<file path="config.mk">
export PLATFORM = sky130hd
export DESIGN_NAME = triangle_contour_segments_core
export DESIGN_NICKNAME = d
export VERILOG_FILES = /design/src/hdl/tcs_pkg.sv /design/src/hdl/tcs_div.sv /design/src/hdl/tcs_datapath.sv /design/src/hdl/tcs_ctrl.sv /design/src/hdl/triangle_contour_segments_core.sv
export SDC_FILE = /design/constraint.sdc
export NUM_CORES = 2
export LEC_CHECK = 0
export BUFFER_PORTS_ARGS = -buffer_cell sky130_fd_sc_hd__buf_4
export CORE_MARGIN = 2
export CORE_UTILIZATION = 57
export CTS_CLUSTER_DIAMETER = 60
export DETAILED_ROUTE_END_ITERATION = 7
export GPL_ROUTABILITY_DRIVEN = 1
export PLACE_DENSITY_LB_ADDON = 0.25
export SETUP_SLACK_MARGIN = 0.05
export SLEW_MARGIN = 20
export SYNTH_ARGS = -nofsm -noshare
export SYNTH_HDL_FRONTEND = slang
export SYNTH_SLANG_ARGS = --single-unit
</file>
<file path="constraint.sdc">
create_clock -name clk -period 21.1 [get_ports clk]
set_input_delay 4.22 -clock clk [delete_from_list [all_inputs] [get_ports clk]]
set_output_delay 4.22 -clock clk [all_outputs]
set_load 0.02 [all_outputs]
</file>
<file path="src/hdl/tcs_pkg.sv">
// ----------------------------------------------------------------------------
// tcs_pkg
// Shared types, constants and codes of the triangle contour segment core.
// ----------------------------------------------------------------------------
package tcs_pkg;

	// default level limit and cap on segments per triangle
	localparam int MAX_LEVELS_DEF = 16;
	localparam int MAX_RESULTS    = 16;
	localparam int RES_W          = $clog2(MAX_RESULTS + 1);

	// configuration port
	localparam int CFG_IDX_W  = 2;
	localparam int CFG_DATA_W = 16;
	localparam logic [CFG_IDX_W-1:0] REG_LEVEL_MIN   = 2'd0;
	localparam logic [CFG_IDX_W-1:0] REG_LEVEL_MAX   = 2'd1;
	localparam logic [CFG_IDX_W-1:0] REG_LEVEL_COUNT = 2'd2;

	// datapath widths
	localparam int NUM_W = 36;	// dividend magnitude
	localparam int DEN_W = 21;	// divisor (16 * |dz| at most)
	localparam int V_W   = 18;	// level height
	localparam int SPAN_W = 17;

	typedef struct packed {
		logic signed [15:0] corner_a_x;
		logic signed [15:0] corner_a_y;
		logic signed [15:0] corner_a_z;
		logic signed [15:0] corner_b_x;
		logic signed [15:0] corner_b_y;
		logic signed [15:0] corner_b_z;
		logic signed [15:0] corner_c_x;
		logic signed [15:0] corner_c_y;
		logic signed [15:0] corner_c_z;
	} tri_t;

	typedef struct packed {
		logic signed [11:0] seg_start_x;
		logic signed [11:0] seg_start_y;
		logic signed [11:0] seg_end_x;
		logic signed [11:0] seg_end_y;
		logic [3:0]         level_index;
		logic               last;
	} seg_t;

	typedef enum logic [3:0] {
		S_IDLE,
		S_CHECK,
		S_LVL_MUL,
		S_LVL_DIV,
		S_LVL_WAIT,
		S_LVL_TEST,
		S_INT_MUL,
		S_INT_ADD,
		S_INT_DIV,
		S_INT_WAIT,
		S_SEG,
		S_NEXT,
		S_FINISH
	} state_t;

	// controller to datapath
	typedef struct packed {
		logic load_tri;
		logic n_clr;
		logic n_inc;
		logic lvl_mul;
		logic div_start;
		logic div_lvl;
		logic v_load;
		logic int_mul;
		logic int_add;
		logic crd_store;
		logic edge_sel;
		logic crd_sel;
		logic pend_load;
		logic out_load;
		logic out_last;
	} cmd_t;

	// datapath to controller
	typedef struct packed {
		logic flat;
		logic count_zero;
		logic n_end;
		logic v_above;
		logic v_below;
		logic two_hits;
		logic div_done;
		logic out_free;
	} status_t;

endpackage

</file>
<file path="src/hdl/tcs_div.sv">
// ----------------------------------------------------------------------------
// tcs_div
// Restoring unsigned divider, one quotient bit per cycle.
// ----------------------------------------------------------------------------
module tcs_div import tcs_pkg::*; #(
	parameter int NW = NUM_W,
	parameter int DW = DEN_W
) (
	input  logic          clk,
	input  logic          arst_n,
	input  logic          start,
	input  logic [NW-1:0] num,
	input  logic [DW-1:0] den,
	output logic          done,
	output logic [NW-1:0] quot
);
	localparam int CW = $clog2(NW + 1);

	logic [NW-1:0] quo_q;
	logic [DW-1:0] rem_q;
	logic [DW-1:0] den_q;
	logic [CW-1:0] cnt_q;
	logic          busy_q;
	logic          done_q;
	logic [DW:0]   shifted;
	logic          fits;

	// trial subtract of the next partial remainder
	always_comb begin
		shifted = {rem_q, quo_q[NW-1]};
		fits    = (shifted >= {1'b0, den_q});
	end

	always_ff @(posedge clk or negedge arst_n) begin
		if (!arst_n) begin
			busy_q <= 1'b0;
			done_q <= 1'b0;
			cnt_q  <= '0;
		end else begin
			done_q <= 1'b0;
			if (start) begin
				busy_q <= 1'b1;
				cnt_q  <= CW'(NW);
			end else if (busy_q) begin
				cnt_q <= cnt_q - 1'b1;
				if (cnt_q == CW'(1)) begin
					busy_q <= 1'b0;
					done_q <= 1'b1;
				end
			end
		end
	end

	always_ff @(posedge clk) begin
		if (start) begin
			quo_q <= num;
			rem_q <= '0;
			den_q <= den;
		end else if (busy_q) begin
			rem_q <= fits ? DW'(shifted - {1'b0, den_q}) : shifted[DW-1:0];
			quo_q <= {quo_q[NW-2:0], fits};
		end
	end

	assign done = done_q;
	assign quot = quo_q;
endmodule

</file>
<file path="src/hdl/tcs_datapath.sv">
// ----------------------------------------------------------------------------
// tcs_datapath
// Registers, level and interpolation arithmetic, segment and output holding.
// ----------------------------------------------------------------------------
module tcs_datapath import tcs_pkg::*; #(
	parameter int MAX_LEVELS = MAX_LEVELS_DEF
) (
	input  logic                  clk,
	input  logic                  arst_n,
	input  logic                  cfg_we,
	input  logic [CFG_IDX_W-1:0]  cfg_index,
	input  logic [CFG_DATA_W-1:0] cfg_wdata,
	input  tri_t                  in_data,
	output seg_t                  out_data,
	output logic                  out_valid,
	input  logic                  out_ready,
	input  cmd_t                  cmd,
	output status_t               sts
);
	localparam int LW   = $clog2(MAX_LEVELS + 1);
	localparam int PW   = SPAN_W + LW + 1;
	localparam int P1_W = 33;
	localparam int P2_W = V_W + 17;

	logic signed [15:0] min_q, max_q;
	logic [7:0]         count_q;
	tri_t               tri_q;
	logic [LW-1:0]      n_q;
	logic [LW-1:0]      cnt_sat;
	logic signed [SPAN_W-1:0] span;
	logic signed [PW-1:0]     lvl_prod_q;
	logic signed [V_W-1:0]    v_q;
	logic signed [V_W-1:0]    za, zb, zc, zmin, zmax;
	logic [2:0]               hit;
	logic [1:0]               first_e, second_e, cur_e;
	logic signed [15:0]       cp, cq, zp, zq;
	logic signed [16:0]       dz, dc;
	logic signed [16:0]       dz_q;
	logic signed [V_W-1:0]    dv;
	logic signed [P1_W-1:0]   p1_q;
	logic signed [P2_W-1:0]   p2_q;
	logic signed [NUM_W-1:0]  num_q;
	logic [NUM_W-1:0]         div_num;
	logic [DEN_W-1:0]         div_den;
	logic                     div_neg, div_neg_q;
	logic                     div_done;
	logic [NUM_W-1:0]         quot;
	logic signed [NUM_W-1:0]  q_signed;
	logic signed [11:0]       sx_q, sy_q, ex_q, ey_q;
	seg_t                     pend_q, out_q;
	logic                     out_valid_q;

	// configuration registers
	always_ff @(posedge clk or negedge arst_n) begin
		if (!arst_n) begin
			min_q   <= 16'sd0;
			max_q   <= 16'sd32767;
			count_q <= 8'd0;
		end else if (cfg_we) begin
			unique case (cfg_index)
				REG_LEVEL_MIN:   min_q   <= cfg_wdata;
				REG_LEVEL_MAX:   max_q   <= cfg_wdata;
				REG_LEVEL_COUNT: count_q <= cfg_wdata[7:0];
				default: ;
			endcase
		end
	end

	// triangle and level counter
	always_ff @(posedge clk) begin
		if (cmd.load_tri)
			tri_q <= in_data;
	end

	always_ff @(posedge clk or negedge arst_n) begin
		if (!arst_n) begin
			n_q <= '0;
		end else if (cmd.n_clr) begin
			n_q <= '0;
		end else if (cmd.n_inc) begin
			n_q <= n_q + 1'b1;
		end
	end

	assign cnt_sat = (count_q > 8'(MAX_LEVELS)) ? LW'(MAX_LEVELS) : LW'(count_q);
	assign span    = SPAN_W'(max_q) - SPAN_W'(min_q);

	// corner height range
	always_comb begin
		za   = V_W'(tri_q.corner_a_z);
		zb   = V_W'(tri_q.corner_b_z);
		zc   = V_W'(tri_q.corner_c_z);
		zmin = za;
		zmax = za;
		if (zb < zmin) zmin = zb;
		if (zc < zmin) zmin = zc;
		if (zb > zmax) zmax = zb;
		if (zc > zmax) zmax = zc;
	end

	// edge crossing tests: ab, bc, ac
	function automatic logic crosses(logic signed [V_W-1:0] v,
			logic signed [V_W-1:0] z1, logic signed [V_W-1:0] z2);
		return (z1 != z2) && (((v >= z1) && (v <= z2)) || ((v <= z1) && (v >= z2)));
	endfunction

	always_comb begin
		hit[0]   = crosses(v_q, za, zb);
		hit[1]   = crosses(v_q, zb, zc);
		hit[2]   = crosses(v_q, za, zc);
		first_e  = hit[0] ? 2'd0 : 2'd1;
		second_e = (hit[0] && hit[1]) ? 2'd1 : 2'd2;
		cur_e    = cmd.edge_sel ? second_e : first_e;
	end

	// end corners of the selected edge and coordinate
	always_comb begin
		unique case (cur_e)
			2'd0: begin
				zp = tri_q.corner_a_z; zq = tri_q.corner_b_z;
				cp = cmd.crd_sel ? tri_q.corner_a_y : tri_q.corner_a_x;
				cq = cmd.crd_sel ? tri_q.corner_b_y : tri_q.corner_b_x;
			end
			2'd1: begin
				zp = tri_q.corner_b_z; zq = tri_q.corner_c_z;
				cp = cmd.crd_sel ? tri_q.corner_b_y : tri_q.corner_b_x;
				cq = cmd.crd_sel ? tri_q.corner_c_y : tri_q.corner_c_x;
			end
			default: begin
				zp = tri_q.corner_a_z; zq = tri_q.corner_c_z;
				cp = cmd.crd_sel ? tri_q.corner_a_y : tri_q.corner_a_x;
				cq = cmd.crd_sel ? tri_q.corner_c_y : tri_q.corner_c_x;
			end
		endcase
		dz = 17'(zq) - 17'(zp);
		dc = 17'(cq) - 17'(cp);
		dv = v_q - V_W'(zp);
	end

	// products and numerator
	always_ff @(posedge clk) begin
		if (cmd.lvl_mul)
			lvl_prod_q <= $signed({1'b0, n_q}) * span;
		if (cmd.int_mul) begin
			p1_q <= cp * dz;
			p2_q <= dv * dc;
			dz_q <= dz;
		end
		if (cmd.int_add)
			num_q <= NUM_W'(p1_q) + NUM_W'(p2_q);
	end

	// divider operands: magnitude in, sign applied after
	always_comb begin
		if (cmd.div_lvl) begin
			div_neg = lvl_prod_q[PW-1];
			div_num = NUM_W'(lvl_prod_q[PW-1] ? -lvl_prod_q : lvl_prod_q);
			div_den = DEN_W'(cnt_sat);
		end else begin
			div_neg = num_q[NUM_W-1] ^ dz_q[16];
			div_num = num_q[NUM_W-1] ? -num_q : num_q;
			div_den = {(dz_q[16] ? 17'(-dz_q) : 17'(dz_q)), 4'b0000};
		end
	end

	always_ff @(posedge clk) begin
		if (cmd.div_start)
			div_neg_q <= div_neg;
	end

	tcs_div #(
		.NW(NUM_W),
		.DW(DEN_W)
	) u_div (
		.clk    (clk),
		.arst_n (arst_n),
		.start  (cmd.div_start),
		.num    (div_num),
		.den    (div_den),
		.done   (div_done),
		.quot   (quot)
	);

	assign q_signed = div_neg_q ? -$signed(quot) : $signed(quot);

	// level height and endpoint coordinates
	always_ff @(posedge clk) begin
		if (cmd.v_load)
			v_q <= V_W'(min_q) + V_W'(q_signed);
		if (cmd.crd_store) begin
			unique case ({cmd.edge_sel, cmd.crd_sel})
				2'b00: sx_q <= q_signed[11:0];
				2'b01: sy_q <= q_signed[11:0];
				2'b10: ex_q <= q_signed[11:0];
				default: ey_q <= q_signed[11:0];
			endcase
		end
		if (cmd.pend_load) begin
			pend_q.seg_start_x <= sx_q;
			pend_q.seg_start_y <= sy_q;
			pend_q.seg_end_x   <= ex_q;
			pend_q.seg_end_y   <= ey_q;
			pend_q.level_index <= 4'(n_q);
			pend_q.last        <= 1'b0;
		end
		if (cmd.out_load) begin
			out_q.seg_start_x <= pend_q.seg_start_x;
			out_q.seg_start_y <= pend_q.seg_start_y;
			out_q.seg_end_x   <= pend_q.seg_end_x;
			out_q.seg_end_y   <= pend_q.seg_end_y;
			out_q.level_index <= pend_q.level_index;
			out_q.last        <= cmd.out_last;
		end
	end

	// output register valid
	always_ff @(posedge clk or negedge arst_n) begin
		if (!arst_n) begin
			out_valid_q <= 1'b0;
		end else if (cmd.out_load) begin
			out_valid_q <= 1'b1;
		end else if (out_ready) begin
			out_valid_q <= 1'b0;
		end
	end

	assign out_data  = out_q;
	assign out_valid = out_valid_q;

	// status back to the controller
	always_comb begin
		sts.flat       = (za == zb) && (zb == zc);
		sts.count_zero = (cnt_sat == '0);
		sts.n_end      = ((LW+1)'(n_q) + 1'b1) == (LW+1)'(cnt_sat);
		sts.v_above    = v_q > zmax;
		sts.v_below    = v_q < zmin;
		sts.two_hits   = (2'(hit[0]) + 2'(hit[1]) + 2'(hit[2])) == 2'd2;
		sts.div_done   = div_done;
		sts.out_free   = !out_valid_q || out_ready;
	end
endmodule

</file>
<file path="src/hdl/tcs_ctrl.sv">
// ----------------------------------------------------------------------------
// tcs_ctrl
// Sequencer over levels, edges and coordinates; holds one segment back
// so the final one of a triangle can be flagged.
// ----------------------------------------------------------------------------
module tcs_ctrl import tcs_pkg::*; (
	input  logic    clk,
	input  logic    arst_n,
	input  logic    in_valid,
	output logic    in_ready,
	input  status_t sts,
	output cmd_t    cmd
);
	state_t           state_q, state_d;
	logic             e_q, crd_q;
	logic [RES_W-1:0] res_q;
	logic             pend_valid_q;

	// next state
	always_comb begin
		state_d = state_q;
		unique case (state_q)
			S_IDLE:     if (in_valid) state_d = S_CHECK;
			S_CHECK:    state_d = (sts.flat || sts.count_zero) ? S_IDLE : S_LVL_MUL;
			S_LVL_MUL:  state_d = S_LVL_DIV;
			S_LVL_DIV:  state_d = S_LVL_WAIT;
			S_LVL_WAIT: if (sts.div_done) state_d = S_LVL_TEST;
			S_LVL_TEST: begin
				priority if (sts.v_above)
					state_d = S_FINISH;
				else if (sts.v_below || !sts.two_hits)
					state_d = S_NEXT;
				else if (res_q == RES_W'(MAX_RESULTS))
					state_d = S_FINISH;
				else
					state_d = S_INT_MUL;
			end
			S_INT_MUL:  state_d = S_INT_ADD;
			S_INT_ADD:  state_d = S_INT_DIV;
			S_INT_DIV:  state_d = S_INT_WAIT;
			S_INT_WAIT: if (sts.div_done) state_d = (e_q && crd_q) ? S_SEG : S_INT_MUL;
			S_SEG:      if (!pend_valid_q || sts.out_free) state_d = S_NEXT;
			S_NEXT:     state_d = sts.n_end ? S_FINISH : S_LVL_MUL;
			S_FINISH:   if (!pend_valid_q || sts.out_free) state_d = S_IDLE;
			default:    state_d = S_IDLE;
		endcase
	end

	// commands
	always_comb begin
		cmd          = '0;
		cmd.edge_sel = e_q;
		cmd.crd_sel  = crd_q;
		in_ready     = 1'b0;
		unique case (state_q)
			S_IDLE: begin
				in_ready     = 1'b1;
				cmd.load_tri = in_valid;
			end
			S_CHECK:    cmd.n_clr = 1'b1;
			S_LVL_MUL:  cmd.lvl_mul = 1'b1;
			S_LVL_DIV: begin
				cmd.div_start = 1'b1;
				cmd.div_lvl   = 1'b1;
			end
			S_LVL_WAIT: cmd.v_load = sts.div_done;
			S_INT_MUL:  cmd.int_mul = 1'b1;
			S_INT_ADD:  cmd.int_add = 1'b1;
			S_INT_DIV:  cmd.div_start = 1'b1;
			S_INT_WAIT: cmd.crd_store = sts.div_done;
			S_SEG: begin
				if (!pend_valid_q || sts.out_free) begin
					cmd.pend_load = 1'b1;
					cmd.out_load  = pend_valid_q;
				end
			end
			S_NEXT:     cmd.n_inc = !sts.n_end;
			S_FINISH: begin
				cmd.out_load = pend_valid_q && sts.out_free;
				cmd.out_last = 1'b1;
			end
			default: ;
		endcase
	end

	// state, edge/coordinate step, segment count, held segment
	always_ff @(posedge clk or negedge arst_n) begin
		if (!arst_n) begin
			state_q      <= S_IDLE;
			e_q          <= 1'b0;
			crd_q        <= 1'b0;
			res_q        <= '0;
			pend_valid_q <= 1'b0;
		end else begin
			state_q <= state_d;
			if (state_q == S_LVL_TEST) begin
				e_q   <= 1'b0;
				crd_q <= 1'b0;
			end else if (cmd.crd_store) begin
				crd_q <= !crd_q;
				if (crd_q)
					e_q <= !e_q;
			end
			if (cmd.load_tri)
				res_q <= '0;
			else if (cmd.pend_load)
				res_q <= res_q + 1'b1;
			if (cmd.pend_load)
				pend_valid_q <= 1'b1;
			else if (state_q == S_FINISH && cmd.out_load)
				pend_valid_q <= 1'b0;
		end
	end
endmodule

</file>
<file path="src/hdl/triangle_contour_segments_core.sv">
// ----------------------------------------------------------------------------
// triangle_contour_segments_core
// Contour segments through one triangle for a set of evenly spaced levels.
// ----------------------------------------------------------------------------
// Input channel (in_valid/in_ready/in_data) takes one triangle: three corners
// with Q12.4 x, y and an integer height. Output channel (out_valid/out_ready/
// out_data) gives one segment per contour level that crosses the triangle,
// in ascending level order, with last set on the final one.
// A triangle is taken only when the core is idle. Each visited level costs a
// level division and each emitted segment four endpoint divisions on the one
// shared bit-serial divider. Triangles that are flat or meet a level count
// of zero go back to idle from the check state without any division.
// One segment is held back until the next is found, so a segment appears
// once the next segment is computed or the triangle finishes. A stalled
// receiver holds the output register; the core then waits before handing
// over the next segment. Reset empties the core and sets level_min 0,
// level_max 32767 and level_count 0. Configuration is written via cfg_we.
// ----------------------------------------------------------------------------
module triangle_contour_segments_core import tcs_pkg::*; #(
	parameter int MAX_LEVELS = MAX_LEVELS_DEF
) (
	input  logic                  clk,
	input  logic                  arst_n,
	input  logic                  in_valid,
	output logic                  in_ready,
	input  tri_t                  in_data,
	output logic                  out_valid,
	input  logic                  out_ready,
	output seg_t                  out_data,
	input  logic                  cfg_we,
	input  logic [CFG_IDX_W-1:0]  cfg_index,
	input  logic [CFG_DATA_W-1:0] cfg_wdata
);
	cmd_t    cmd;
	status_t sts;

	tcs_ctrl u_ctrl (
		.clk      (clk),
		.arst_n   (arst_n),
		.in_valid (in_valid),
		.in_ready (in_ready),
		.sts      (sts),
		.cmd      (cmd)
	);

	tcs_datapath #(
		.MAX_LEVELS(MAX_LEVELS)
	) u_dp (
		.clk       (clk),
		.arst_n    (arst_n),
		.cfg_we    (cfg_we),
		.cfg_index (cfg_index),
		.cfg_wdata (cfg_wdata),
		.in_data   (in_data),
		.out_data  (out_data),
		.out_valid (out_valid),
		.out_ready (out_ready),
		.cmd       (cmd),
		.sts       (sts)
	);
endmodule
</file>
; Word-level counts from Yosys, hierarchy flattened
; Cells that the tools add are included.
; Widths: inputs -> output; s select.
[word_totals]
elab_cells = 242
reg_bits = 604
out_inout_bits = 55
inputBits = 167
[classes]
magnitude_cmp = 14
n_addsub = 17
bitwise = 3
multipliers = 3
eq_ne = 31
mux = 73
n_reduce_logical = 51
[ops]
columns = cell, count
row1 = $mux 36, 5
row2 = $mux 16, 8
row3 = $mux 18, 5
row4 = $ge 18x16->1, 3
row5 = $le 18x16->1, 3
row6 = $pmux 4 s13, 1
row7 = $sub 16x16->17, 3
row8 = $ne 16x16->1, 3
row9 = $mux 4, 10
row10 = $add 33x35->36, 1
row11 = $neg 23->36, 1
row12 = $neg 36->36, 1
row13 = $mul 18x17->35, 1
row14 = $mul 16x17->33, 1
row15 = $eq 16x16->1, 2
row16 = $mux 1, 30
row17 = $mux 5, 6
row18 = $mul 6x17->23, 1
row19 = $ge 22x21->1, 1
row20 = $mux 21, 1
row21 = $sub 21x21->21, 1
row22 = $eq 4x4->1 const B, 5
row23 = $add 16x18->18, 1
row24 = $gt 16x18->1, 1
row25 = other kinds (40), 97

; Longest topological paths before layout
[depth]
depth_word = 12
depth_mapped = 56

; By module
; A second synthesis with hierarchy kept.
[hier_totals]
hier_cells = 5638
area_unflattened_um2 = 58187.1
[by_module_without_submodules]
columns = module, seq_area_each_um2, area_per_inst_um2, instances, cells_per_inst
row1 = tcs_datapath, 14983.1, 52501.6, 1, 5099
row2 = tcs_div, 2332.2, 4663.2, 1, 405
row3 = tcs_ctrl, 300.3, 1022.2, 1, 134

; Worst setup path after synthesis
; Ideal clock, no wire load.
[synth_path]
kind = reg-to-reg
start = register u_dp.v_q[2]
end = register u_dp.p2_q[33] (data pin)
arrival_time_ps = 11852
required_ps = 20842
path_buffers = 3
setup_slack_ps = 8990
path_stages_with_launch = 54
cell_sequence = edfxtp_1 > ha_1 > o21ai_0 > a21oi_1 > o41ai_1 > o221ai_2 > xnor2_2 > a21oi_2 > inv_2 > o21ai_1 > clkbuf_1 > clkbuf_1 > o21ai_0 > ha_1 > fa_1 > nor2b_1 > o21ai_0 > a21boi_0 > [18 not listed] > fa_1 > fa_1 > inv_1 > fa_1 > inv_1 > ha_1 > nand2_1 > nand2_1 > a21o_1 > a21o_1 > a21o_1 > a21o_1 > a221oi_1 > a21oi_1 > o41ai_1 > o2111ai_1 > a21oi_1 > xnor2_1
[synth_between]
elab_chain_len = 11
word_cells_on_any_way = 26
cone_classes = add/sub (2) / mul (1) / order compare (6) / eq/ne (1) / mux (6) / reduce/logical (10)
[synth_lines]
columns = item, line_no
row1 = from (decl), tcs_datapath.sv:32  ; logic signed [V_W-1:0] v_q;
row2 = from (signal assigned), tcs_datapath.sv:189  ; v_q <= V_W'(min_q) + V_W'(q_signed);
row3 = $ge 18x16->1 or $le 18x16->1 (tied branches), tcs_datapath.sv:104  ; return (z1 != z2) && (((v >= z1) && (v <= z2)) || ((v <= z1) && (v >= z2)));
row4 = $logic_and 1x1->1, tcs_datapath.sv:104
row5 = $logic_or 1x1->1, tcs_datapath.sv:104
row6 = $logic_and 1x1->1, tcs_datapath.sv:104
row7 = $logic_and 1x1->1, tcs_datapath.sv:112  ; second_e = (hit[0] && hit[1]) ? 2'd1 : 2'd2;
row8 = $mux 2, tcs_datapath.sv:112
row9 = $mux 2, tcs_datapath.sv:113  ; cur_e = cmd.edge_sel ? second_e : first_e;
row10 = $eq 2x1->1 or $logic_not 2->1 (tied branches), tcs_datapath.sv:118  ; unique case (cur_e)
row11 = $mux 16 (on tied branches), n/a
row12 = $sub 18x16->18 or $sub 16x16->17 (tied branches), "tcs_datapath.sv:137, tcs_datapath.sv:136"
row13 = $mul 18x17->35 (*), tcs_datapath.sv:146  ; p2_q <= dv * dc;
row14 = to (signal assigned), tcs_datapath.sv:146
row15 = to (decl), tcs_datapath.sv:41  ; logic signed [P2_W-1:0] p2_q;
; Every way passes the cells marked *; elsewhere a longest branch is shown, timed or not.
; A chain may end at the register's enable or synchronous reset.

; Worst setup path after layout
[layout_path]
start = register u_dp.tri_q[10] (netlist name)
end = register u_dp.p2_q[33] (data pin)
[layout_between]
elab_chain_len = 11
word_cells_on_any_way = 18
cone_classes = add/sub (2) / mul (1) / order compare (2) / eq/ne (2) / mux (5) / reduce/logical (6)
[layout_lines]
columns = item, line_no
row1 = from (decl), tcs_datapath.sv:27  ; tri_t tri_q;
row2 = from (signal assigned), tcs_datapath.sv:72  ; tri_q <= in_data;
row3 = $le 18x16->1 or $ge 18x16->1 (tied branches), tcs_datapath.sv:104
row4 = $logic_and 1x1->1, tcs_datapath.sv:104
row5 = $logic_or 1x1->1, tcs_datapath.sv:104
row6 = $logic_and 1x1->1 (*), tcs_datapath.sv:104
row7 = $logic_and 1x1->1 (*), tcs_datapath.sv:112
row8 = $mux 2 (*), tcs_datapath.sv:112
row9 = $mux 2 (*), tcs_datapath.sv:113
row10 = $eq 2x1->1 or $logic_not 2->1 (tied branches), tcs_datapath.sv:118
row11 = $mux 16 (on tied branches), n/a
row12 = $sub 18x16->18 or $sub 16x16->17 (tied branches), "tcs_datapath.sv:137, tcs_datapath.sv:136"
row13 = $mul 18x17->35 (*), tcs_datapath.sv:146
; Marks and branches as above.

==> results.py <==
metrics = {
    "placed_design": {
        "preCtsSetupSlack_ns": 7.50,
        "dpl_cell_area_um2": 61000,
        "dp_hpwl_um": 127000,
        "port_buffers": 221,
        "gp_congestion": 1.02,
    },
    "pwr": {
        "p_int_mw": 2.15,
        "seq_power_share": 0.470,
        "comb_power_share": 0.060,
        "p_per_area_nw_per_um2": 44.1,
        "ir_drop_uv": 58.2,
        "power.share.switching": 0.235,
        "leakagePower_nw": 28.8,
        "total_power_mw": 2.80,
        "power.share.clock": 0.470,
        "power.switching_mw": 0.660,
    },
    "cts": {
        "clock_sinks": 604,
        "clkTransAtPathRegs_ns": 0.06,
        "ctsHtreeMaxLevel": 3,
        "cts-resized-gates": 0,
        "post-cts-setup-buffers": 0,
        "cts_hold_buf": 0,
        "clock_path_buffers": 3,
        "cts_tree": "done",
        "root_buffer": "clkbuf_16",
        "cts_buffers": 74,
        "worstSkewPairLatency_ns": 0.66,
    },
    "timing": {
        "fin_crit_ns": 13.89,
        "fin_worst_skew_ns": 0.0452,
        "slew_violations": 0,
        "fin_ws_ns": 7.21,
        "max_freq_mhz": 72.0,
        "setup_viol": 0,
        "timing.final.hold_violations": 0,
        "fin_crit_sh": 0.658,
        "fin_setup_tns_ns": 0,
        "tightest_slew_ns": 1.18,
        "rsz0062_at_grt": "no",
        "relSlewSlack": 0.213,
    },
    "critical_path": {
        "crit_fanout": 32,
        "r2r_end": "u_dp.p2_q[33]$_DFFE_PP_",
        "worst-setup-path-type": "reg -> reg",
        "cp.depth": 53,
        "reg2reg_slack_ns": 7.21,
        "r2r_cells": 53,
        "regToRegStartpoint": "u_dp.tri_q[10]$_DFFE_PP_",
        "cp-startpoint": "u_dp.tri_q[10]$_DFFE_PP_",
        "crit_arrival_ns": 14.29,
        "worstSetupEndpointType": "flip-flop",
        "cp.required_ns": 21.50,
        "critPathLaunchType": "flip-flop",
        "crit_family": "compound AO/OA/AOI/OAI gates",
        "critPathMaxStageDelay_ns": 0.55,
        "crit_slowest_cell": "fa_1",
        "cp_num_buf_inv": 9,
    },
    "cells_and_area": {
        "final_area_um2": 63600,
        "synthToLayoutAreaGrowth_pct": 10.4,
        "num-nets-final": 7127,
        "layout-drive-gt1-share": 0.0998,
        "fill_cells": 8038,
    },
    "global_routing": {
        "grt_max_degree": 83,
        "grt_use_met3": 0.0565,
        "grt.busiest_layer": "met2",
        "overflow": 0,
        "grtUsageMet1": 0.413,
        "antenna_found_initial": 5,
        "grt_pass1_vias": 43180,
        "met2_usage": 0.509,
        "grt_pass1_wl_um": 246000,
        "grt.total_usage": 0.314,
    },
    "drt": {
        "ant_nets": 0,
        "wl_per_cell_um": 22.0,
        "vias": 41492,
        "routed_via_density": 5.79,
        "drt_pass1_iterations": 8,
        "drc": 0,
        "routed_wl_um": 158000,
        "drt-initial-drc-count": 3532,
    },
    "die": {
        "ios": 222,
        "core_area_um2": 100000,
        "die_area_um2": 104000,
        "die-height_um": 322,
        "rows": 116,
        "initial_core_util": 0.575,
        "fp.dieW_um": 322,
    },
    "synthesis": {
        "ys.flop_type": "edfxtp_1",
        "synth_top_area_frac": 0.269,
        "ys_top_cells_by_area": "edfxtp_1, fa_1, ha_1",
        "synth_edf_count": 517,
        "ys.warnings.count": 0,
        "synth_nets": 6922,
        "syn_inst": 5612,
        "yosys.area.top_type": "edfxtp_1",
        "syn_area_um2": 57600,
        "synthArstFlopShare": 0.109,
        "yosysUniqueCellTypes": 88,
        "syn_area_per_cell_um2": 10.3,
        "synth_seq_cells": 604,
        "seq_area_frac_synth": 0.306,
    },
    "outcome": {
        "status": "finished clean",
    },
    "worst_hold_path": {
        "hold_depth": 0,
        "holdCritStartpoint": "u_dp.pend_q[14]$_DFFE_PP_",
        "worst_hold_path_type": "reg -> reg",
        "whs_endpoint": "u_dp.out_data[14]$_DFFE_PP_",
    },
    "flow_run": {
        "cap_violations": 0,
    },
}
==> placed cells by master, fill, tap and decap left out, types with 33 or more instances in the layout <==
| master | netlist | layout |
|---|---|---|
| a21o_1 | 83 | 83 |
| a21oi_1 | 230 | 230 |
| and2_1 | 121 | 120 |
| buf_4 | 2 | 292 |
| clkbuf_16 | 0 | 74 |
| dfrtp_1 | 51 | 50 |
| edfxtp_1 | 517 | 517 |
| fa_1 | 648 | 648 |
| ha_1 | 495 | 495 |
| inv_1 | 872 | 872 |
| mux2_2 | 66 | 66 |
| mux2i_1 | 50 | 50 |
| nand2_1 | 605 | 605 |
| nand2b_1 | 59 | 59 |
| nand3_1 | 72 | 72 |
| nand4_1 | 39 | 39 |
| nor2_1 | 360 | 354 |
| nor2b_1 | 90 | 89 |
| nor3_1 | 50 | 45 |
| o21ai_0 | 217 | 216 |
| o31ai_1 | 34 | 33 |
| xnor2_1 | 204 | 195 |
| xor2_1 | 128 | 125 |
==> flip-flops by register name, summed over array words and instances, names as in the netlist, 18 cells and up <==
name / flops
u_dp.out_data: 53
u_dp.num_q: 36
u_dp.u_div.rem_q: 21
u_dp.v_q: 18
u_dp.lvl_prod_q: 23
u_dp.p1_q: 33
u_dp.u_div.den_q: 21
u_dp.u_div.quot: 36
u_dp.p2_q: 35
u_dp.pend_q: 52
u_dp.tri_q: 144
==> cell families (layout without fill, tap and decap cells) <==
family,Yosys count,count (layout),synth area share
xor gates and xnor gates,338,338,0.0524
muxes,136,136,0.0294
buffers and inverters,1042,1302,0.0682
AOI/OAI and AO/OA,813,813,0.0883
other,0,2,0
DFF,604,604,0.306
and+or+nand+nor,1536,1536,0.123
adders and majority gates,1143,1143,0.333
==> metal layers <==
metal,routed length (um),share of wire
met1,64400,0.41
met2,73100,0.46
met3,12500,0.079
met4,7970,0.050
met5,77,0.00049
==> worst reg2reg max path: cells and delay by family (launching register included) <==
kind	cells	cell delay, ns
buf+inv	9	1.22
compound gates	26	6.76
simple gates	6	0.73
xor+xnor	2	0.22
fa+ha+maj	10	4.21
flops	1	0.50
==> worst max-delay path by stage <==
stage	slack (ns)	endpoint
after CTS	7.47	u_dp.p2_q[33]$_DFFE_PP_
after global routing	6.32	u_dp.p2_q[33]$_DFFE_PP_
final	7.21	u_dp.p2_q[33]$_DFFE_PP_
after floorplan	8.99	u_dp.p2_q[33]$_DFFE_PP_
after detailed placement	7.50	u_dp.p2_q[33]$_DFFE_PP_
after global placement	7.73	u_dp.p2_q[33]$_DFFE_PP_
==> cell usage after synthesis (all sizes together) (66+ instances only) <==
cell type / n
nor2b: 90
ha: 495
o21ai: 225
and2: 122
xnor2: 208
clkbuf: 143
xor2: 130
inv: 873
fa: 648
edfxtp: 517
nand2: 605
nor2: 360
a21oi: 231
a21o: 83
nand3: 72
mux2: 66
==> metrics by stage <==
stage / hold slack (ns) / util / std cells
final: 0.416 / 0.635 / 7172
after global routing: 0.415 / 0.635 / 7170
after CTS: 0.417 / 0.635 / 7170
after detailed placement: 0.405 / 0.609 / 7039
after global placement: 0.401 / 0.609 / 7039
after floorplan: 0.400 / - / 5612
==> power by group through the flow <==
stage / combinational [mW] / clock, mW / sequential [mW]
2_1_floorplan: 0.0973 / 0 / 1.34
3_3_place_gp: 0.165 / 0 / 1.34
3_5_place_dp: 0.167 / 0 / 1.34
4_1_cts: 0.169 / 1.34 / 1.32
5_1_grt: 0.186 / 1.39 / 1.32
6_report: 0.169 / 1.32 / 1.32
==> layout make-up <==
type / count / area, um^2 / area share
Multi-Input combinational cell: 3966 / 36300 / 0.571
Sequential cell: 604 / 17600 / 0.277
Antenna cell: 2 / 5.00 / 0.0000787
Timing Repair Buffer: 292 / 2190 / 0.0345
Clock buffer: 86 / 1900 / 0.0298
Clock inverter: 45 / 669 / 0.0105
Tap cell: 1298 / 1620 / 0.0255
Inverter: 879 / 3300 / 0.0519
Power figures use the tool's default switching activity.
